==> src/hdl/netstr_pkg.sv <==
`default_nettype none
// ---------------------------------------------------------------------------
// netstr_pkg
// shared types and character codes for the netstring deframer
// ---------------------------------------------------------------------------
package netstr_pkg;

    localparam int FRAME_W = 25;

    localparam logic [7:0] CH_0     = 8'h30;
    localparam logic [7:0] CH_9     = 8'h39;
    localparam logic [7:0] CH_COLON = 8'h3A;
    localparam logic [7:0] CH_COMMA = 8'h2C;

    typedef enum logic [1:0] {
        PH_LEN   = 2'd0,
        PH_DATA  = 2'd1,
        PH_COMMA = 2'd2
    } phase_t;

    typedef enum logic [1:0] {
        KIND_DATA = 2'd0,
        KIND_DONE = 2'd1,
        KIND_ERR  = 2'd2
    } kind_t;

    typedef enum logic [1:0] {
        ERR_BADCHAR  = 2'd0,
        ERR_EMPTY    = 2'd1,
        ERR_COMMA    = 2'd2,
        ERR_OVERFLOW = 2'd3
    } err_t;

    typedef struct packed {
        kind_t                kind;
        logic [7:0]           payload_byte;
        logic [FRAME_W-1:0]   frame_bytes;
        err_t                 error_code;
    } result_t;

endpackage
`default_nettype wire

==> src/hdl/netstr_byte_if.sv <==
`default_nettype none
// ---------------------------------------------------------------------------
// netstr_byte_if
// valid/ready channel carrying one raw stream byte per word
// ---------------------------------------------------------------------------
interface netstr_byte_if;
    logic       valid;
    logic       ready;
    logic [7:0] byte_in;

    modport source (output valid, output byte_in, input ready);
    modport sink   (input valid, input byte_in, output ready);
endinterface
`default_nettype wire

==> src/hdl/netstr_result_if.sv <==
`default_nettype none
// ---------------------------------------------------------------------------
// netstr_result_if
// valid/ready channel carrying one deframer result per word
// ---------------------------------------------------------------------------
interface netstr_result_if;
    logic        valid;
    logic        ready;
    logic [1:0]  kind;
    logic [7:0]  payload_byte;
    logic [24:0] frame_bytes;
    logic [1:0]  error_code;

    modport source (output valid, output kind, output payload_byte,
                    output frame_bytes, output error_code, input ready);
    modport sink   (input valid, input kind, input payload_byte,
                    input frame_bytes, input error_code, output ready);
endinterface
`default_nettype wire

==> src/hdl/netstr_in_stage.sv <==
`default_nettype none
// ---------------------------------------------------------------------------
// netstr_in_stage
// input register holding one accepted byte until the parser takes it
// ---------------------------------------------------------------------------
module netstr_in_stage
    import netstr_pkg::*;
(
    input  wire logic    clk,
    input  wire logic    rst_n,
    netstr_byte_if.sink  byte_chan,
    input  wire logic    advance,
    output logic         s1_valid,
    output logic [7:0]   s1_byte
);

    logic       valid_reg;
    logic       valid_next;
    logic [7:0] byte_reg;
    logic       take;

    assign byte_chan.ready = !valid_reg || advance;
    assign take            = byte_chan.valid && byte_chan.ready;

    always_comb
    begin
        valid_next = valid_reg;
        if (take)
        begin
            valid_next = 1'b1;
        end
        else if (advance)
        begin
            valid_next = 1'b0;
        end
    end

    always_ff @(posedge clk or negedge rst_n)
    begin
        if (!rst_n)
        begin
            valid_reg <= 1'b0;
        end
        else
        begin
            valid_reg <= valid_next;
        end
    end

    always_ff @(posedge clk)
    begin
        if (take)
        begin
            byte_reg <= byte_chan.byte_in;
        end
    end

    assign s1_valid = valid_reg;
    assign s1_byte  = byte_reg;

endmodule
`default_nettype wire

==> src/hdl/netstr_parse.sv <==
`default_nettype none
// ---------------------------------------------------------------------------
// netstr_parse
// parse state and one-byte next-state / result logic
// ---------------------------------------------------------------------------
module netstr_parse
    import netstr_pkg::*;
#(
    parameter int LEN_BITS   = 24,
    parameter int MAX_DIGITS = 8
)
(
    input  wire logic       clk,
    input  wire logic       rst_n,
    input  wire logic       step,
    input  wire logic [7:0] cur_byte,
    output logic            res_valid,
    output result_t         res
);

    localparam int         SUM_W     = ((LEN_BITS > FRAME_W) ? LEN_BITS : FRAME_W) + 1;
    localparam logic [3:0] MAX_DIG_C = 4'(MAX_DIGITS);

    phase_t              phase_reg, phase_next;
    logic [3:0]          digits_reg, digits_next;
    logic [LEN_BITS-1:0] len_reg, len_next;
    logic [LEN_BITS-1:0] rem_reg, rem_next;

    logic [LEN_BITS+3:0] len_x10;
    logic [LEN_BITS-1:0] rem_dec;
    logic [SUM_W-1:0]    total;
    logic                num_char;

    // length * 10 + digit, with four guard bits for the overflow test
    assign len_x10  = ({4'b0, len_reg} << 3) + ({4'b0, len_reg} << 1)
                    + (LEN_BITS + 4)'(cur_byte - CH_0);
    assign rem_dec  = rem_reg - 1'b1;
    assign total    = SUM_W'(digits_reg) + SUM_W'(len_reg) + SUM_W'(2);
    assign num_char = cur_byte inside {[CH_0:CH_9]};

    always_comb
    begin
        phase_next  = phase_reg;
        digits_next = digits_reg;
        len_next    = len_reg;
        rem_next    = rem_reg;
        res_valid   = 1'b0;
        res         = '{kind: KIND_DATA, payload_byte: 8'd0,
                        frame_bytes: '0, error_code: ERR_BADCHAR};
        case (phase_reg)
            PH_DATA:
            begin
                rem_next          = rem_dec;
                if (rem_dec == '0)
                begin
                    phase_next = PH_COMMA;
                end
                res_valid        = 1'b1;
                res.payload_byte = cur_byte;
            end
            PH_COMMA:
            begin
                phase_next  = PH_LEN;
                digits_next = 4'd0;
                len_next    = '0;
                rem_next    = '0;
                res_valid   = 1'b1;
                if (cur_byte == CH_COMMA)
                begin
                    res.kind        = KIND_DONE;
                    res.frame_bytes = total[FRAME_W-1:0];
                end
                else
                begin
                    res.kind       = KIND_ERR;
                    res.error_code = ERR_COMMA;
                end
            end
            default:
            begin
                // length phase, also the unused phase code
                phase_next = PH_LEN;
                if (num_char && digits_reg < MAX_DIG_C && len_x10[LEN_BITS+3:LEN_BITS] == 4'd0)
                begin
                    len_next    = len_x10[LEN_BITS-1:0];
                    digits_next = digits_reg + 4'd1;
                end
                else if (cur_byte == CH_COLON && digits_reg != 4'd0)
                begin
                    rem_next   = len_reg;
                    phase_next = (len_reg == '0) ? PH_COMMA : PH_DATA;
                end
                else
                begin
                    digits_next = 4'd0;
                    len_next    = '0;
                    rem_next    = '0;
                    res_valid   = 1'b1;
                    res.kind    = KIND_ERR;
                    if (num_char)
                    begin
                        res.error_code = ERR_OVERFLOW;
                    end
                    else if (cur_byte == CH_COLON)
                    begin
                        res.error_code = ERR_EMPTY;
                    end
                    else
                    begin
                        res.error_code = ERR_BADCHAR;
                    end
                end
            end
        endcase
    end

    always_ff @(posedge clk or negedge rst_n)
    begin
        if (!rst_n)
        begin
            phase_reg  <= PH_LEN;
            digits_reg <= 4'd0;
            len_reg    <= '0;
            rem_reg    <= '0;
        end
        else if (step)
        begin
            phase_reg  <= phase_next;
            digits_reg <= digits_next;
            len_reg    <= len_next;
            rem_reg    <= rem_next;
        end
    end

endmodule
`default_nettype wire

==> src/hdl/netstr_out_stage.sv <==
`default_nettype none
// ---------------------------------------------------------------------------
// netstr_out_stage
// result register driving the output channel
// ---------------------------------------------------------------------------
module netstr_out_stage
    import netstr_pkg::*;
(
    input  wire logic        clk,
    input  wire logic        rst_n,
    input  wire logic        load,
    input  wire result_t     res,
    output logic             slot_free,
    netstr_result_if.source  result_chan
);

    logic    valid_reg;
    logic    valid_next;
    result_t res_reg;

    assign slot_free = !valid_reg || result_chan.ready;

    always_comb
    begin
        valid_next = valid_reg;
        if (load)
        begin
            valid_next = 1'b1;
        end
        else if (result_chan.ready)
        begin
            valid_next = 1'b0;
        end
    end

    always_ff @(posedge clk or negedge rst_n)
    begin
        if (!rst_n)
        begin
            valid_reg <= 1'b0;
        end
        else
        begin
            valid_reg <= valid_next;
        end
    end

    always_ff @(posedge clk)
    begin
        if (load)
        begin
            res_reg <= res;
        end
    end

    assign result_chan.valid        = valid_reg;
    assign result_chan.kind         = res_reg.kind;
    assign result_chan.payload_byte = res_reg.payload_byte;
    assign result_chan.frame_bytes  = res_reg.frame_bytes;
    assign result_chan.error_code   = res_reg.error_code;

endmodule
`default_nettype wire

==> src/hdl/netstring_deframer.sv <==
`default_nettype none
// ---------------------------------------------------------------------------
// netstring_deframer
// netstring byte stream parser: passes payload bytes, reports frame length
// ---------------------------------------------------------------------------
// throughput: one byte per cycle while the result slot is free, set by
//   the single parse step per byte; a result becomes valid after its byte
//   passes the input register, then parse logic into the result register
// bytes that cause no result (length digits, colon) still take a parse step
// reset clears both stage valids and the parse state to the length phase
module netstring_deframer
    import netstr_pkg::*;
#(
    parameter int LEN_BITS   = 24,
    parameter int MAX_DIGITS = 8
)
(
    input  wire logic        clk,
    input  wire logic        rst_n,
    netstr_byte_if.sink      byte_chan,
    netstr_result_if.source  result_chan
);

    logic       s1_valid;
    logic [7:0] s1_byte;
    logic       slot_free;
    logic       advance;
    logic       res_valid;
    result_t    res;

    assign advance = s1_valid && slot_free;

    netstr_in_stage u_in (
        .clk       (clk),
        .rst_n     (rst_n),
        .byte_chan (byte_chan),
        .advance   (advance),
        .s1_valid  (s1_valid),
        .s1_byte   (s1_byte)
    );

    netstr_parse #(
        .LEN_BITS   (LEN_BITS),
        .MAX_DIGITS (MAX_DIGITS)
    ) u_parse (
        .clk       (clk),
        .rst_n     (rst_n),
        .step      (advance),
        .cur_byte  (s1_byte),
        .res_valid (res_valid),
        .res       (res)
    );

    netstr_out_stage u_out (
        .clk         (clk),
        .rst_n       (rst_n),
        .load        (advance && res_valid),
        .res         (res),
        .slot_free   (slot_free),
        .result_chan (result_chan)
    );

    // a byte taken while the input register is full must be replacing it
    a_in_replace: assert property (@(posedge clk) disable iff (!rst_n)
        byte_chan.valid && byte_chan.ready && s1_valid |-> advance)
        else $error("input register overwritten");

    // payload field only on data results
    a_payload_zero: assert property (@(posedge clk) disable iff (!rst_n)
        result_chan.valid && result_chan.kind != KIND_DATA |-> result_chan.payload_byte == 8'd0)
        else $error("payload byte set on non-data result");

    // frame length only on completion results
    a_frame_zero: assert property (@(posedge clk) disable iff (!rst_n)
        result_chan.valid && result_chan.kind != KIND_DONE |-> result_chan.frame_bytes == '0)
        else $error("frame length set on non-done result");

    // error code only on error results, and the unused kind never appears
    a_err_kind: assert property (@(posedge clk) disable iff (!rst_n)
        result_chan.valid |-> (result_chan.kind == KIND_ERR || result_chan.error_code == 2'd0)
                              && result_chan.kind != 2'd3)
        else $error("bad kind or stray error code");

endmodule
`default_nettype wire

==> src/flat_wrapper.sv <==
// flat-port wrapper written by rule: the top's interface ports become plain ports
module netstring_deframer_flat import netstr_pkg::*;
#(
    parameter int LEN_BITS   = 24,
    parameter int MAX_DIGITS = 8
)
  (clk, rst_n, byte_chan_valid, byte_chan_byte_in, byte_chan_ready, result_chan_valid, result_chan_kind, result_chan_payload_byte, result_chan_frame_bytes, result_chan_error_code, result_chan_ready);
  netstr_byte_if byte_chan_i ();
  netstr_result_if result_chan_i ();
  input  wire logic clk;
  input  wire logic rst_n;
  input wire logic [$bits(byte_chan_i.valid)-1:0] byte_chan_valid;
  input wire logic [$bits(byte_chan_i.byte_in)-1:0] byte_chan_byte_in;
  output wire logic [$bits(byte_chan_i.ready)-1:0] byte_chan_ready;
  output wire logic [$bits(result_chan_i.valid)-1:0] result_chan_valid;
  output wire logic [$bits(result_chan_i.kind)-1:0] result_chan_kind;
  output wire logic [$bits(result_chan_i.payload_byte)-1:0] result_chan_payload_byte;
  output wire logic [$bits(result_chan_i.frame_bytes)-1:0] result_chan_frame_bytes;
  output wire logic [$bits(result_chan_i.error_code)-1:0] result_chan_error_code;
  input wire logic [$bits(result_chan_i.ready)-1:0] result_chan_ready;
  assign byte_chan_i.valid = byte_chan_valid;
  assign byte_chan_i.byte_in = byte_chan_byte_in;
  assign byte_chan_ready = byte_chan_i.ready;
  assign result_chan_valid = result_chan_i.valid;
  assign result_chan_kind = result_chan_i.kind;
  assign result_chan_payload_byte = result_chan_i.payload_byte;
  assign result_chan_frame_bytes = result_chan_i.frame_bytes;
  assign result_chan_error_code = result_chan_i.error_code;
  assign result_chan_i.ready = result_chan_ready;
  netstring_deframer #(.LEN_BITS(LEN_BITS), .MAX_DIGITS(MAX_DIGITS)) u_core (.clk(clk), .rst_n(rst_n), .byte_chan(byte_chan_i), .result_chan(result_chan_i));
endmodule
==> config.mk <==
export PLATFORM = sky130hd
export DESIGN_NAME = netstring_deframer_flat
export DESIGN_NICKNAME = d
export VERILOG_FILES = /design/src/hdl/netstr_pkg.sv /design/src/hdl/netstr_byte_if.sv /design/src/hdl/netstr_result_if.sv /design/src/hdl/netstr_in_stage.sv /design/src/hdl/netstr_parse.sv /design/src/hdl/netstr_out_stage.sv /design/src/hdl/netstring_deframer.sv /design/src/flat_wrapper.sv
export SDC_FILE = /design/constraint.sdc
export NUM_CORES = 1
export LEC_CHECK = 0
export BUFFER_PORTS_ARGS = -buffer_cell sky130_fd_sc_hd__buf_4
export CORE_UTILIZATION = 40
export DETAILED_ROUTE_END_ITERATION = 10
export SKIP_LAST_GASP = 1
export SYNTH_ARGS = -nofsm -noshare
export SYNTH_HDL_FRONTEND = slang
export SYNTH_HIERARCHICAL = 1
export SYNTH_SLANG_ARGS = --single-unit
==> constraint.sdc <==
create_clock -name clk -period 13.29 [get_ports clk]
set_clock_uncertainty 0.05 [all_clocks]
set_input_delay 2.658 -clock clk [delete_from_list [all_inputs] [get_ports clk]]
set_output_delay 2.658 -clock clk [all_outputs]
set_load 0.005 [all_outputs]
# Word-level counts from Yosys, hierarchy flattened
# Cells that the tools add are included.
# word_totals
register_bits,101
inputBits,12
elab_cells,82
# op_classes
add_sub_neg,7
magnitude_cmp,3
n_eq_ne,7
muxes,30
n_bitwise,1
reduce_logical,23
# op_table
op,count
24-bit case mux with 2 select lines,2
24-bit two-way mux,3
24-bit logical NOT,2
27-bit by 25-bit adder with 28-bit output,1
28-bit adder,1
"25-bit by 2-bit adder with 25-bit output, second input constant",1
4-bit by 24-bit adder with 25-bit output,1
"24-bit by 1-bit subtractor with 24-bit output, second input constant",1
2-bit two-way mux,11
"8-bit by 6-bit equality test with 1-bit output, second input constant",2
2-bit case mux with 2 select lines,3
"8-bit by 6-bit subtractor with 9-bit output, second input constant",1
"8-bit by 6-bit greater-or-equal comparator with 1-bit output, second input constant",1
"8-bit by 6-bit less-or-equal comparator with 1-bit output, second input constant",1
1-bit two-way mux,8
4-bit two-way mux,2
4-bit case mux with 2 select lines,1
2-bit AND reduction,4
1-bit logical AND,7
"4-bit by 1-bit adder with 4-bit output, second input constant",1
4-bit logical NOT,1
"4-bit < comparator, second input constant",1
2-bit nonzero test,2
4-bit nonzero test,1
10 further kinds,12

# Logic depth before layout (Yosys ltp)
# Gate-level depths: netlist of the first run.
# logic_depth
depth_word,8
mapped_depth,15

# Hierarchy
# Netlist of the first run, hierarchy kept.
# modules_own_cells
mod,instances,cells_per_inst,area_each_um2,seq_area_each_um2
netstr_parse,1,728,5921.9,1351.3
netstr_out_stage,1,40,1158.6,1136.1
netstr_in_stage,1,12,294.0,265.3
netstring_deframer,1,2,12.5,0.0

# Worst setup path after synthesis of the first run
# OpenSTA, ideal clock, no wires.
# synth_timing
path_kind,register to register
start,"register u_core.u_in.byte_reg[4], in the netlist u_core/u_in/s1_byte[4]"
end,register u_core.u_out.res_reg (netlist bit u_core/u_out/result_chan.error_code[0]) (enable)
setup_ns,0.398
t_arrival_ns,5.688
t_required_ns,12.842
path_slack_ns,7.153
stages_incl_launch_ff,15
path_buffers,1
synth_period_minus_slack_ns,6.137
path_cell_list,edfxtp_1 ha_1 nor3_1 fa_1 ha_1 clkbuf_1 a21oi_1 o31ai_1 nor4_1 nand2_1 o2bb2ai_1 o211ai_2 nand2_1 nand2_1 and3_1
# synth_between
elab_chain_cells,7
word_cells_on_any_way,14
# synth_lines
item,line,source
start: declaration,netstr_in_stage.sv:19,logic [7:0] byte_reg;
start signal: assignment,netstr_in_stage.sv:54,byte_reg <= byte_chan.byte_in;
8-bit by 6-bit subtractor with 9-bit output (tied with other cells),netstr_parse.sv:36,+ (LEN_BITS + 4)'(cur_byte - CH_0);
28-bit adder / 1-bit logical AND (equally long branches),"netstr_parse.sv:36, netstr_parse.sv:39",
4-bit logical NOT / 1-bit logical AND (equally long branches),netstr_parse.sv:83,if (num_char && digits_reg < MAX_DIG_C && len_x10[LEN_BITS+3:LEN_BITS] == 4'd0)
1-bit logical AND,netstr_parse.sv:83,
1-bit two-way mux (*),netstr_parse.sv:83,
1-bit two-way mux (*),netstr_parse.sv:50,case (phase_reg)
net u_core.res_valid,netstring_deframer.sv:28,logic res_valid;
1-bit logical AND (*),netstring_deframer.sv:57,".load (advance && res_valid),"
end signal: assignment,netstr_out_stage.sv:52,res_reg <= res;
end: declaration,netstr_out_stage.sv:19,result_t res_reg;
# Mark *: on every way through the listed nets, which the timed path passes. The rest lies on a longest branch.
# A chain may end at the register's enable or synchronous reset.

# Worst setup path after layout of the first run
# layout_timing
start,input result_chan_ready
end,output byte_chan_ready
# layout_between
elab_chain_cells,3
# layout_lines
item,line,source
start: declaration,flat_wrapper.sv:20,input wire logic [$bits(result_chan_i.ready)-1:0] result_chan_ready;
1-bit logical OR,netstr_out_stage.sv:21,assign slot_free = !valid_reg || result_chan.ready;
net u_core.slot_free,netstring_deframer.sv:26,logic slot_free;
1-bit logical AND,netstring_deframer.sv:31,assign advance = s1_valid && slot_free;
net u_core.advance,netstring_deframer.sv:27,logic advance;
1-bit logical OR,netstr_in_stage.sv:22,assign byte_chan.ready = !valid_reg || advance;
end: declaration,flat_wrapper.sv:14,output wire logic [$bits(byte_chan_i.ready)-1:0] byte_chan_ready;
# The timed path passes the listed nets, and every way through them passes these cells.

==> results of run 1 <==
[final cells by class]
class / instances / area (um2) / share of cell area (%)
multi-input cells: 619 / 4382 / 53.21
well taps: 229 / 286.5 / 3.480
clock inverters: 7 / 81.33 / 0.9877
inverters: 27 / 101.3 / 1.231
flip-flops and latches: 101 / 2753 / 33.43
clock buffers: 9 / 225.2 / 2.735
repair buffers: 54 / 405.4 / 4.923
[critical path: stages]
cell and delay, ns:
buf_4 0.07, nand2b_4 0.11, and2_1 0.73, nand2b_4 0.29, buf_4 0.11
[per-layer routing]
layer  vias to the layer above  share of wire (%)
met5                         -                  0
met4                         0                2.0
met3                        23                5.1
met2                       150                 45
met1                      2963                 48
li1                       2922                  -
[cells in the final DEF (no fill, tap or decap), drive strengths merged, types with 5 or more instances in the layout]
cell / n
inv: 30
nor4: 17
and3: 16
nand4: 8
a21o: 12
nor3: 29
o21ai: 107
nor2: 50
clkbuf: 9
a21oi: 58
nor2b: 7
o21bai: 7
xor2: 23
ha: 45
and2: 12
or3: 5
fa: 24
o211ai: 6
xnor2: 22
nand2b: 8
edfxtp: 45
dfrtp: 56
nand3: 21
buf: 54
mux2i: 5
nand2: 72
a211oi: 9
a22oi: 8
[path summary, 6_finish.rpt]
path	end	cells past startpoint	start
setup / recovery	byte_chan_ready	5	result_chan_ready
hold / removal	u_core/u_out/result_chan.valid	2	u_core/u_out/result_chan.valid
setup reg to reg	u_core/u_parse/rem_reg[10]	13	u_core/u_in/s1_byte[4]
hold reg to reg	u_core/u_out/result_chan.valid	2	u_core/u_out/result_chan.valid
max in group asynchronous	u_core/u_parse/len_reg[17]	1	rst_n
min in group asynchronous	u_core/u_out/result_chan.valid	1	rst_n
[stage by stage]
step	utilization (%)	std cells	hold WS, ns	cell area, um2	setup WS, ns
after global placement	43.98	1030	0.4773	7928	6.596
final	45.68	1046	0.4944	8234	6.606
after floorplan	-	782	0.4338	7387	7.153
after CTS	45.68	1046	0.4990	8234	6.602
after detailed placement	43.98	1030	0.4804	7928	6.608
after global routing	45.68	1046	0.5203	8234	6.539
[kinds of logic (layout without fill, tap and decap cells)]
group                    Yosys count  in the layout
AO/OA/AOI/OAI                    234            234
XOR/XNOR                          45             45
adder cells (fa/ha/maj)           69             69
buffers and inverters             62             97
flip-flops                       101            101
multiplexers                       6              6
AND/OR/NAND/NOR                  265            265
[power by group through the flow]
stage | clock network [mW] | logic [mW] | registers (mW)
6_report | 0.276 | 0.179 | 0.377
5_1_grt | 0.296 | 0.202 | 0.380
4_1_cts | 0.285 | 0.181 | 0.377
3_5_place_dp | 0 | 0.179 | 0.384
3_3_place_gp | 0 | 0.178 | 0.383
2_1_floorplan | 0 | 0.118 | 0.377
==> impl_metrics.prom, run 1 <==
# TYPE chip_impl_metric gauge
chip_impl_metric{name="via_count_of_the_first_global_routing_pass",unit=""} 5861
chip_impl_metric{name="post-dp-hpwl",unit="um"} 13680
chip_impl_metric{name="cts.path.max_buffers",unit=""} 2
chip_impl_metric{name="antenna_cells_inserted",unit=""} 0
chip_impl_metric{name="worst-r2r-setup-slack",unit="ns"} 7.61
chip_impl_metric{name="share_clk_of_total_power",unit="%"} 33.2
chip_impl_metric{name="start_util",unit="%"} 40.98
chip_impl_metric{name="yosysSeqAreaShare",unit="%"} 37.26
chip_impl_metric{name="postSynthRegisterBits",unit=""} 101
chip_impl_metric{name="arrival",unit="ns"} 3.98
chip_impl_metric{name="tightestPinTransition",unit="ns"} 1.046
chip_impl_metric{name="met1_usage",unit="%"} 29.55
chip_impl_metric{name="ys.warnings.count",unit=""} 6
chip_impl_info{name="critical_path.endpoint_type",value="primary output"} 1
chip_impl_metric{name="final_max_slew_viol_count",unit=""} 0
chip_impl_metric{name="antenna_found_initial",unit=""} 0
chip_impl_metric{name="portion_of_total_power_attributed_to_combinational_logic",unit="%"} 21.5
chip_impl_info{name="setup.worst_path.class",value="in2out"} 1
chip_impl_metric{name="drv_cap",unit=""} 0
chip_impl_metric{name="synth-simple-area-share",unit="%"} 18.80
chip_impl_metric{name="netSwitchingPower",unit="mW"} 0.2573
chip_impl_metric{name="globalRouteOverflowTotal",unit=""} 0
chip_impl_metric{name="grt_util_met3",unit="%"} 4.423
chip_impl_metric{name="synth_area",unit="um2"} 7387
chip_impl_metric{name="floorplan.io_pins",unit=""} 51
chip_impl_metric{name="synth_cell_type_count",unit=""} 73
chip_impl_metric{name="power_leakage",unit="nW"} 3.583
chip_impl_metric{name="avgRoutedWirePerCell",unit="um"} 18.26
chip_impl_info{name="tritoncts",value="yes"} 1
chip_impl_metric{name="final.min_clock_period",unit="ns"} 6.684
chip_impl_info{name="largest_family_of_logic_cells_by_synthesized_area",value="compound AO/OA/AOI/OAI gates"} 1
chip_impl_info{name="yosysMostFrequentCell",value="o21ai_0"} 1
chip_impl_info{name="post-synth-top-area-cell",value="dfrtp_1"} 1
chip_impl_metric{name="drt_total_wl",unit="um"} 19100
chip_impl_metric{name="crit_required",unit="ns"} 10.58
chip_impl_metric{name="peakVddDrop",unit="mV"} 0.07614
chip_impl_metric{name="timing.final.crit_share",unit="%"} 50.30
chip_impl_metric{name="xor_and_xnor_fraction_of_the_mapped_netlist_area",unit="%"} 5.335
chip_impl_metric{name="max_freq",unit="MHz"} 149.6
chip_impl_metric{name="synth_adder_area_share",unit="%"} 14.13
chip_impl_metric{name="sw_ratio",unit="%"} 30.92
chip_impl_metric{name="finalPower",unit="mW"} 0.8321
chip_impl_info{name="synthTopCellsByCount",value="o21ai_0, nand2_1, a21oi_1, dfrtp_1, nor2_1"} 1
chip_impl_metric{name="largest_register_ffs",unit=""} 25
chip_impl_metric{name="first_iter_violations",unit=""} 456
chip_impl_info{name="area_contributors_post_synth",value="dfrtp_1, edfxtp_1, ha_1"} 1
chip_impl_metric{name="htreeDepth",unit=""} 3
chip_impl_info{name="grt.busiest_layer",value="met2"} 1
chip_impl_metric{name="dieHeight",unit="um"} 137.9
chip_impl_metric{name="syn_inst",unit=""} 782
chip_impl_metric{name="cts.hold.buffers_added",unit=""} 0
chip_impl_metric{name="cts_resized",unit=""} 0
chip_impl_info{name="status",value="finished clean"} 1
chip_impl_metric{name="post_synth_mux_area_share",unit="%"} 0.8299
chip_impl_metric{name="grt_pass1_wl",unit="um"} 31180
chip_impl_metric{name="syn_to_final_growth",unit="%"} 11.47
chip_impl_metric{name="cts.repair_timing.setup_buffer_count",unit=""} 0
chip_impl_metric{name="final-setup-viol-count",unit=""} 0
chip_impl_metric{name="drt.antenna.violating_nets",unit=""} 0
chip_impl_metric{name="floorplan.die_area",unit="um2"} 19020
chip_impl_metric{name="gp_routability_congestion",unit=""} 0.8670
chip_impl_metric{name="routed-via-count",unit=""} 6058
chip_impl_metric{name="critical_path_maximum_fanout",unit=""} 25
chip_impl_metric{name="asr_flop_ratio_synth",unit="%"} 55.45
chip_impl_metric{name="grt_util_all_layers",unit="%"} 21.55
chip_impl_metric{name="cts-buffers-inserted",unit=""} 9
chip_impl_metric{name="firstDrtPassIters",unit=""} 5
chip_impl_metric{name="remaining_drc_errors",unit=""} 0
chip_impl_metric{name="power-per-cell-area",unit="nW/um2"} 101.1
chip_impl_metric{name="clkLatencyLatePin",unit="ns"} 0.35
chip_impl_metric{name="post_route_cells_drive_above_1_share",unit="%"} 13.71
chip_impl_metric{name="finalNetCount",unit=""} 893
chip_impl_metric{name="power.share.sequential",unit="%"} 45.3
chip_impl_metric{name="synth_top_area_share",unit="%"} 18.97
chip_impl_metric{name="met2_usage",unit="%"} 34.25
chip_impl_metric{name="cts.sink_count",unit=""} 101
chip_impl_metric{name="fin_setup_tns",unit="ns"} 0
chip_impl_metric{name="syn-mean-instance-area",unit="um2"} 9.446
chip_impl_metric{name="maximum_number_of_pins_on_one_net_before_global_route_repair",unit=""} 57
chip_impl_info{name="grt_setup_unrepaired",value="no"} 1
chip_impl_metric{name="intPower",unit="mW"} 0.5748
chip_impl_metric{name="post_drt_via_cell_ratio",unit=""} 5.792
chip_impl_metric{name="design.core.area",unit="um2"} 18020
chip_impl_info{name="postSynth.topFlopCell",value="dfrtp_1"} 1
chip_impl_metric{name="final_hold_vio_count",unit=""} 0
chip_impl_info{name="clock_tree_root_driver_cell",value="clkbuf_16"} 1
chip_impl_metric{name="post_synth_edffs",unit=""} 45
chip_impl_info{name="setup.worst_path.start_class",value="input pin"} 1
chip_impl_metric{name="synthesis.nets",unit=""} 863
chip_impl_info{name="hold_path.class",value="reg2reg"} 1
chip_impl_metric{name="slew-limit-headroom",unit="%"} 30.09
chip_impl_metric{name="fp-row-count",unit=""} 49
chip_impl_metric{name="filler_cell_count",unit=""} 1770
chip_impl_metric{name="portbufs",unit=""} 50
chip_impl_metric{name="synth_compound_gate_area_share",unit="%"} 20.11
chip_impl_metric{name="die_x",unit="um"} 137.9
chip_impl_metric{name="path_clk_slew",unit="ns"} 0.07
Note: power is estimated with default switching activity, not from simulation.
==> inputs of run 2 (changes only) <==
==> constraint.sdc (replaced) <==
create_clock -name clk -period 6.8 [get_ports clk]
set_clock_uncertainty 0.05 [all_clocks]
set_input_delay 1.36 -clock clk [delete_from_list [all_inputs] [get_ports clk]]
set_output_delay 1.36 -clock clk [all_outputs]
set_load 0.005 [all_outputs]
==> run 2 against run 1 <==
Via count is 1.8% higher. Clock-buffer cell count is 1 higher. Core utilization hardly changed. Register-to-register slack worse by 5.9 ns. Critical path depth is 10 higher. Sequential cell count stayed put. Global-route usage is 0.071 points lower. Sequential power is 96% higher.
==> impl_metrics.prom, run 2 (synthesis gave the netlist of run 1 again) <==
# TYPE chip_impl_metric gauge
chip_impl_info{name="worstPathCellList",value="ha_1 -> nor3_2 -> buf_4 -> fa_1 -> ha_1 -> a21oi_1 -> o211ai_1 -> o211a_1 -> or4_1 -> a32oi_2 -> o2111a_1 -> buf_4 -> nand2b_1 -> buf_4 -> mux2i_1"} 1
chip_impl_metric{name="filler_cell_count",unit=""} 1740
chip_impl_metric{name="fin_setup_tns",unit="ns"} 0
chip_impl_metric{name="finalNetCount",unit=""} 894
chip_impl_info{name="most_common_cell_after_layout_fill_and_taps_aside",value="o21ai_0"} 1
chip_impl_metric{name="syn_to_final_growth",unit="%"} 11.50
chip_impl_metric{name="die_x",unit="um"} 137.9
chip_impl_metric{name="crit_required",unit="ns"} 7.03
chip_impl_metric{name="dieHeight",unit="um"} 137.9
chip_impl_info{name="timing.hold.worst.start",value="u_core/u_out/result_chan.valid"} 1
chip_impl_info{name="critical_path.top_delay_family",value="compound AO/OA/AOI/OAI gates"} 1
chip_impl_metric{name="globalRouteOverflowTotal",unit=""} 0
chip_impl_metric{name="drt.antenna.violating_nets",unit=""} 0
chip_impl_metric{name="tightestPinTransition",unit="ns"} 1.181
chip_impl_metric{name="power-per-cell-area",unit="nW/um2"} 196.3
chip_impl_metric{name="finalPower",unit="mW"} 1.617
chip_impl_metric{name="drv_cap",unit=""} 0
chip_impl_metric{name="grt_util_all_layers",unit="%"} 21.48
chip_impl_metric{name="gp_routability_congestion",unit=""} 0.9121
chip_impl_metric{name="power_leakage",unit="nW"} 3.597
chip_impl_metric{name="final_max_slew_viol_count",unit=""} 0
chip_impl_metric{name="final-setup-viol-count",unit=""} 0
chip_impl_info{name="hold_path_end",value="u_core/u_out/result_chan.valid"} 1
chip_impl_info{name="grt_setup_unrepaired",value="no"} 1
chip_impl_metric{name="grt_pass1_wl",unit="um"} 30960
chip_impl_metric{name="firstDrtPassIters",unit=""} 5
chip_impl_metric{name="path_clk_slew",unit="ns"} 0.07
chip_impl_info{name="worst_r2r_startpoint",value="u_core/u_in/s1_byte[4]"} 1
chip_impl_metric{name="final-instance-count-excl-fill",unit=""} 1047
chip_impl_info{name="cp_slowest_cell",value="or4_1"} 1
chip_impl_metric{name="floorplan.die_area",unit="um2"} 19020
chip_impl_info{name="setup.worst_path.class",value="reg2reg"} 1
chip_impl_metric{name="first_iter_violations",unit=""} 515
chip_impl_info{name="clock_tree_root_driver_cell",value="clkbuf_16"} 1
chip_impl_metric{name="max_freq",unit="MHz"} 197.3
chip_impl_metric{name="cts.hold.buffers_added",unit=""} 0
chip_impl_metric{name="cts.sink_count",unit=""} 101
chip_impl_metric{name="start_util",unit="%"} 40.98
chip_impl_metric{name="post_drt_via_cell_ratio",unit=""} 5.890
chip_impl_metric{name="critical_path_maximum_fanout",unit=""} 22
chip_impl_metric{name="multi_input_area",unit="um2"} 4382
chip_impl_metric{name="clkLatencyLatePin",unit="ns"} 0.35
chip_impl_metric{name="maximum_number_of_pins_on_one_net_before_global_route_repair",unit=""} 57
chip_impl_info{name="critical_path.endpoint_type",value="flop"} 1
chip_impl_metric{name="floorplan.io_pins",unit=""} 51
chip_impl_metric{name="final_hold_vio_count",unit=""} 0
chip_impl_metric{name="setup_slack",unit="ns"} 1.731
chip_impl_metric{name="design.core.area",unit="um2"} 18020
chip_impl_metric{name="final.min_clock_period",unit="ns"} 5.069
chip_impl_info{name="timing.critical_path.mode_cell",value="buf_4"} 1
chip_impl_metric{name="cts.path.max_buffers",unit=""} 2
chip_impl_metric{name="antenna_found_initial",unit=""} 0
chip_impl_metric{name="portbufs",unit=""} 50
chip_impl_metric{name="peakVddDrop",unit="mV"} 0.2185
chip_impl_metric{name="timing.final.crit_share",unit="%"} 74.54
chip_impl_metric{name="cts.repair_timing.setup_buffer_count",unit=""} 0
chip_impl_metric{name="routed-via-count",unit=""} 6167
chip_impl_metric{name="pre_cts_ws",unit="ns"} 1.773
chip_impl_info{name="hold_path.class",value="reg2reg"} 1
chip_impl_metric{name="post-dp-hpwl",unit="um"} 14150
chip_impl_metric{name="drt_total_wl",unit="um"} 19470
chip_impl_metric{name="antenna_cells_inserted",unit=""} 0
chip_impl_metric{name="whs_path_depth",unit=""} 2
chip_impl_metric{name="reg2regPathDepth",unit=""} 15
chip_impl_metric{name="cts-buffers-inserted",unit=""} 9
chip_impl_metric{name="worst-r2r-setup-slack",unit="ns"} 1.73
chip_impl_metric{name="fp-row-count",unit=""} 49
chip_impl_metric{name="timing.critical_path.slowest_cell_delay",unit="ns"} 0.52
chip_impl_info{name="status",value="finished clean"} 1
chip_impl_metric{name="remaining_drc_errors",unit=""} 0
chip_impl_info{name="setup.worst_path.start_class",value="flop"} 1
chip_impl_metric{name="numPlacedInstances",unit=""} 1031
chip_impl_info{name="rr_endpoint",value="u_core/u_parse/rem_reg[1]"} 1
chip_impl_metric{name="largest_register_ffs",unit=""} 25
chip_impl_metric{name="sequential_cell_area",unit="um2"} 2753
chip_impl_metric{name="post_route_cells_drive_above_1_share",unit="%"} 13.69
chip_impl_metric{name="cts_resized",unit=""} 0
chip_impl_metric{name="avgRoutedWirePerCell",unit="um"} 18.60
chip_impl_metric{name="arrival",unit="ns"} 5.30
chip_impl_metric{name="critical_path.n_buffers_inverters",unit=""} 3
chip_impl_metric{name="htreeDepth",unit=""} 3
chip_impl_metric{name="fin_worst_hold_slack",unit="ns"} 0.4910
chip_impl_metric{name="slew-limit-headroom",unit="%"} 21.24
chip_impl_metric{name="via_count_of_the_first_global_routing_pass",unit=""} 5756
chip_impl_info{name="leading_cell_types_in_the_layout_fill_and_taps_excluded",value="o21ai_0, nand2_1, dfrtp_1, a21oi_1, buf_4"} 1
chip_impl_info{name="tritoncts",value="yes"} 1
==> run 2: cell count changes in the layout (fill, tap and decap cells not counted) <==
cell,before,now
buf_4,54,55
clkbuf_1,0,1
clkinv_2,0,1
clkinv_4,0,3
clkinvlp_4,3,0
inv_6,2,0
==> run 2: report_power, final <==
group	total [mW]	switching, mW	leakage, nW	internal, mW
clock	0.525	0.236	0.149	0.289
combinational	0.354	0.211	2.22	0.143
sequential	0.738	0.0465	1.22	0.691
==> run 2: final cells by class <==
cell class / instances / share of cell area (%)
clock buffer: 10 / 2.780
clock inverter: 6 / 0.8811
inverter: 27 / 1.230
multi-input combinational: 619 / 53.20
sequential: 101 / 33.42
tap: 229 / 3.479
timing repair buffer: 55 / 5.013
==> run 2: how the worst max path moves through the flow <==
stage	depth (start not counted)	to	from
3_3_place_gp	15	u_core/u_parse/rem_reg[0]	u_core/u_in/s1_byte[4]
4_1_cts	15	u_core/u_parse/rem_reg[1]	u_core/u_in/s1_byte[4]
6_report	15	u_core/u_parse/rem_reg[1]	u_core/u_in/s1_byte[4]
3_5_place_dp	15	u_core/u_parse/rem_reg[18]	u_core/u_in/s1_byte[4]
2_1_floorplan	14	u_core/u_out/result_chan.error_code[0]	u_core/u_in/s1_byte[4]
5_1_grt	15	u_core/u_out/result_chan.frame_bytes[22]	u_core/u_in/s1_byte[4]
==> run 2: per-layer routing <==
metal / track usage [%] / wire length [um] / vias up
li1: - / - / 2917
met1: 29.11 / 9186 / 3057
met2: 35.25 / 9163 / 166
met3: 3.618 / 786 / 27
met4: 5.918 / 336 / 0
met5: 0 / 0 / -
==> run 2: per-stage QoR <==
| step | area (um2) | util [%] |
|---|---|---|
| 2_1_floorplan | 7387 | - |
| 3_3_place_gp | 7935 | 44.02 |
| 3_5_place_dp | 7935 | 44.02 |
| 4_1_cts | 8237 | 45.70 |
| 5_1_grt | 8237 | 45.70 |
| 6_report | 8237 | 45.70 |
==> run 2: tightest hold or removal path, stage by stage, from the launching register on <==
cell,delay (ns)
dfrtp_1,0.39
nand2b_4,0.07
nand2b_2,0.05
==> inputs of run 3 (changes only) <==
==> constraint.sdc (replaced) <==
create_clock -name clk -period 4.7 [get_ports clk]
set_clock_uncertainty 0.05 [all_clocks]
set_input_delay 0.94 -clock clk [delete_from_list [all_inputs] [get_ports clk]]
set_output_delay 0.94 -clock clk [all_outputs]
set_load 0.005 [all_outputs]
==> run 3 against run 2 <==
Maximum frequency is 13% higher. Die area unchanged. Clock power increased by 57%. Cell count is 2.2% higher. Critical endpoint is now u_core/u_parse/rem_reg[9]. Largest power group unchanged.
==> impl_metrics.prom, run 3 (synthesis gave the netlist of run 1 again) <==
# TYPE chip_impl_metric gauge
chip_impl_metric{name="finalNetCount",unit=""} 917
chip_impl_metric{name="sw_ratio",unit="%"} 29.38
chip_impl_metric{name="slew-limit-headroom",unit="%"} 21.62
chip_impl_metric{name="final-instance-count-excl-fill",unit=""} 1070
chip_impl_info{name="worstPathCellList",value="ha_1 -> nor3_4 -> buf_12 -> fa_1 -> ha_1 -> a21oi_1 -> o21ai_1 -> o211a_1 -> or4_1 -> a32oi_2 -> buf_4 -> o2111a_1 -> nand2b_1 -> buf_4 -> o21ai_0"} 1
chip_impl_info{name="leading_cell_types_in_the_layout_fill_and_taps_excluded",value="o21ai_0, buf_4, nand2_1"} 1
chip_impl_metric{name="cts.path.max_buffers",unit=""} 2
chip_impl_metric{name="numPlacedInstances",unit=""} 1053
chip_impl_metric{name="power-per-cell-area",unit="nW/um2"} 286.1
chip_impl_metric{name="drt.antenna.violating_nets",unit=""} 0
chip_impl_info{name="critical_path.top_delay_family",value="compound AO/OA/AOI/OAI gates"} 1
chip_impl_metric{name="dieHeight",unit="um"} 137.9
chip_impl_metric{name="firstDrtPassIters",unit=""} 5
chip_impl_info{name="critical_path.endpoint_type",value="flop"} 1
chip_impl_metric{name="final-setup-viol-count",unit=""} 0
chip_impl_info{name="most_common_cell_after_layout_fill_and_taps_aside",value="o21ai_0"} 1
chip_impl_metric{name="start_util",unit="%"} 40.98
chip_impl_metric{name="portion_of_total_power_attributed_to_combinational_logic",unit="%"} 23.0
chip_impl_metric{name="final.min_clock_period",unit="ns"} 4.472
chip_impl_metric{name="intPower",unit="mW"} 1.715
chip_impl_metric{name="cts-buffers-inserted",unit=""} 9
chip_impl_info{name="cp_slowest_cell",value="or4_1"} 1
chip_impl_metric{name="post_route_cells_drive_above_1_share",unit="%"} 16.41
chip_impl_metric{name="pre_cts_ws",unit="ns"} 0.1297
chip_impl_metric{name="setup_slack",unit="ns"} 0.2280
chip_impl_info{name="status",value="finished clean"} 1
chip_impl_metric{name="path_clk_slew",unit="ns"} 0.07
chip_impl_metric{name="share_clk_of_total_power",unit="%"} 33.8
chip_impl_metric{name="fp-row-count",unit=""} 49
chip_impl_info{name="grt_setup_unrepaired",value="yes"} 1
chip_impl_metric{name="first_iter_violations",unit=""} 449
chip_impl_metric{name="avgRoutedWirePerCell",unit="um"} 18.07
chip_impl_metric{name="drt_total_wl",unit="um"} 19340
chip_impl_metric{name="grt_pass1_wl",unit="um"} 31590
chip_impl_metric{name="timing.final.crit_share",unit="%"} 95.15
chip_impl_metric{name="critical_path_maximum_fanout",unit=""} 19
chip_impl_metric{name="post-dp-hpwl",unit="um"} 14420
chip_impl_metric{name="antenna_found_initial",unit=""} 0
chip_impl_metric{name="cts.sink_count",unit=""} 101
chip_impl_metric{name="fin_setup_tns",unit="ns"} 0
chip_impl_metric{name="via_count_of_the_first_global_routing_pass",unit=""} 5889
chip_impl_metric{name="drv_cap",unit=""} 0
chip_impl_metric{name="portbufs",unit=""} 50
chip_impl_metric{name="remaining_drc_errors",unit=""} 0
chip_impl_metric{name="clkLatencyLatePin",unit="ns"} 0.35
chip_impl_info{name="setup.worst_path.start_class",value="flop"} 1
chip_impl_metric{name="maximum_number_of_pins_on_one_net_before_global_route_repair",unit=""} 57
chip_impl_info{name="setup.worst_path.class",value="reg2reg"} 1
chip_impl_metric{name="grt_util_all_layers",unit="%"} 21.94
chip_impl_metric{name="antenna_cells_inserted",unit=""} 0
chip_impl_metric{name="floorplan.io_pins",unit=""} 51
chip_impl_metric{name="globalRouteOverflowTotal",unit=""} 0
chip_impl_metric{name="final_hold_vio_count",unit=""} 0
chip_impl_metric{name="tightestPinTransition",unit="ns"} 1.175
chip_impl_metric{name="gp_routability_congestion",unit=""} 0.8881
chip_impl_metric{name="cts.hold.buffers_added",unit=""} 0
chip_impl_metric{name="netSwitchingPower",unit="mW"} 0.7136
chip_impl_metric{name="peakVddDrop",unit="mV"} 0.2607
chip_impl_metric{name="die_x",unit="um"} 137.9
chip_impl_metric{name="final_max_slew_viol_count",unit=""} 0
chip_impl_metric{name="arrival",unit="ns"} 4.65
chip_impl_metric{name="power.share.sequential",unit="%"} 43.1
chip_impl_metric{name="design.core.area",unit="um2"} 18020
chip_impl_info{name="clock_tree_root_driver_cell",value="clkbuf_16"} 1
chip_impl_metric{name="timing.critical_path.slowest_cell_delay",unit="ns"} 0.52
chip_impl_metric{name="crit_required",unit="ns"} 4.87
chip_impl_metric{name="routed-via-count",unit=""} 6117
chip_impl_metric{name="floorplan.die_area",unit="um2"} 19020
chip_impl_info{name="tritoncts",value="yes"} 1
chip_impl_info{name="hold_path.class",value="reg2reg"} 1
chip_impl_metric{name="htreeDepth",unit=""} 3
chip_impl_metric{name="critical_path.n_buffers_inverters",unit=""} 3
chip_impl_metric{name="largest_register_ffs",unit=""} 25
chip_impl_metric{name="post_drt_via_cell_ratio",unit=""} 5.717
chip_impl_metric{name="max_freq",unit="MHz"} 223.6
chip_impl_metric{name="power_leakage",unit="nW"} 3.747
chip_impl_metric{name="syn_to_final_growth",unit="%"} 14.91
-- run 3: power groups by stage --
stage               sequential [mW]  combinational, mW  clock (mW)
floorplan                      1.07              0.334           0
global placement               1.07              0.550           0
detailed placement             1.07              0.554           0
CTS                            1.05              0.556       0.839
global route                   1.06              0.622       0.874
finish                         1.05              0.559       0.822
-- run 3: layout make-up --
type	count	area, um2
fillers	1788	9537
multi-input cells	619	4412
flip-flops and latches	101	2753
repair buffers	78	610.6
well taps	229	286.5
clock buffers	11	242.7
inverters	27	101.3
clock inverters	5	82.58
-- run 3: worst reg2reg max path, stage by stage, from the launching register on --
cell and delay [ns]:
edfxtp_1 0.44, ha_1 0.30, nor3_4 0.17, buf_12 0.21, fa_1 0.45, ha_1 0.38
a21oi_1 0.23, o21ai_1 0.13, o211a_1 0.25, or4_1 0.52, a32oi_2 0.26, buf_4 0.17
o2111a_1 0.26, nand2b_1 0.18, buf_4 0.22, o21ai_0 0.14
-- run 3: path summary, 6_finish.rpt --
| kind | start | to | slack [ns] | depth (start not counted) |
|---|---|---|---|---|
| min | u_core/u_out/result_chan.valid | u_core/u_out/result_chan.valid | 0.50 | 2 |
| max | u_core/u_in/s1_byte[4] | u_core/u_parse/rem_reg[9] | 0.23 | 15 |
| min reg2reg | u_core/u_out/result_chan.valid | u_core/u_out/result_chan.valid | 0.50 | 2 |
| min in group asynchronous | rst_n | u_core/u_parse/rem_reg[6] | 0.60 | 1 |
| max reg2reg | u_core/u_in/s1_byte[4] | u_core/u_parse/rem_reg[9] | 0.23 | 15 |
| max in group asynchronous | rst_n | u_core/u_parse/len_reg[12] | 3.51 | 1 |
-- run 3: metal layers --
metal / track usage (%) / vias up / part of all wire [%]
li1: - / 2976 / -
met1: 31.17 / 2982 / 48
met2: 33.83 / 146 / 46
met3: 4.423 / 13 / 4.7
met4: 5.857 / 0 / 1.3
met5: 0 / - / 0
-- run 3: per-stage QoR --
stage	utilization (%)	power [mW]	cell area, um2	hold WS (ns)
final	47.09	2.429	8488	0.4956
after global routing	47.09	2.553	8488	0.5166
after CTS	46.92	2.445	8458	0.4984
after detailed placement	45.12	1.621	8133	0.4814
after global placement	45.12	1.616	8133	0.4722
after floorplan	-	1.400	7400	0.4338
-- run 3: repair_timing --
action / CTS / global route
hold endpoints to repair: 0 / 0
setup buffers: 0 / 1
endpoints found under the setup margin: 0 / 44
resized for setup: 0 / 4
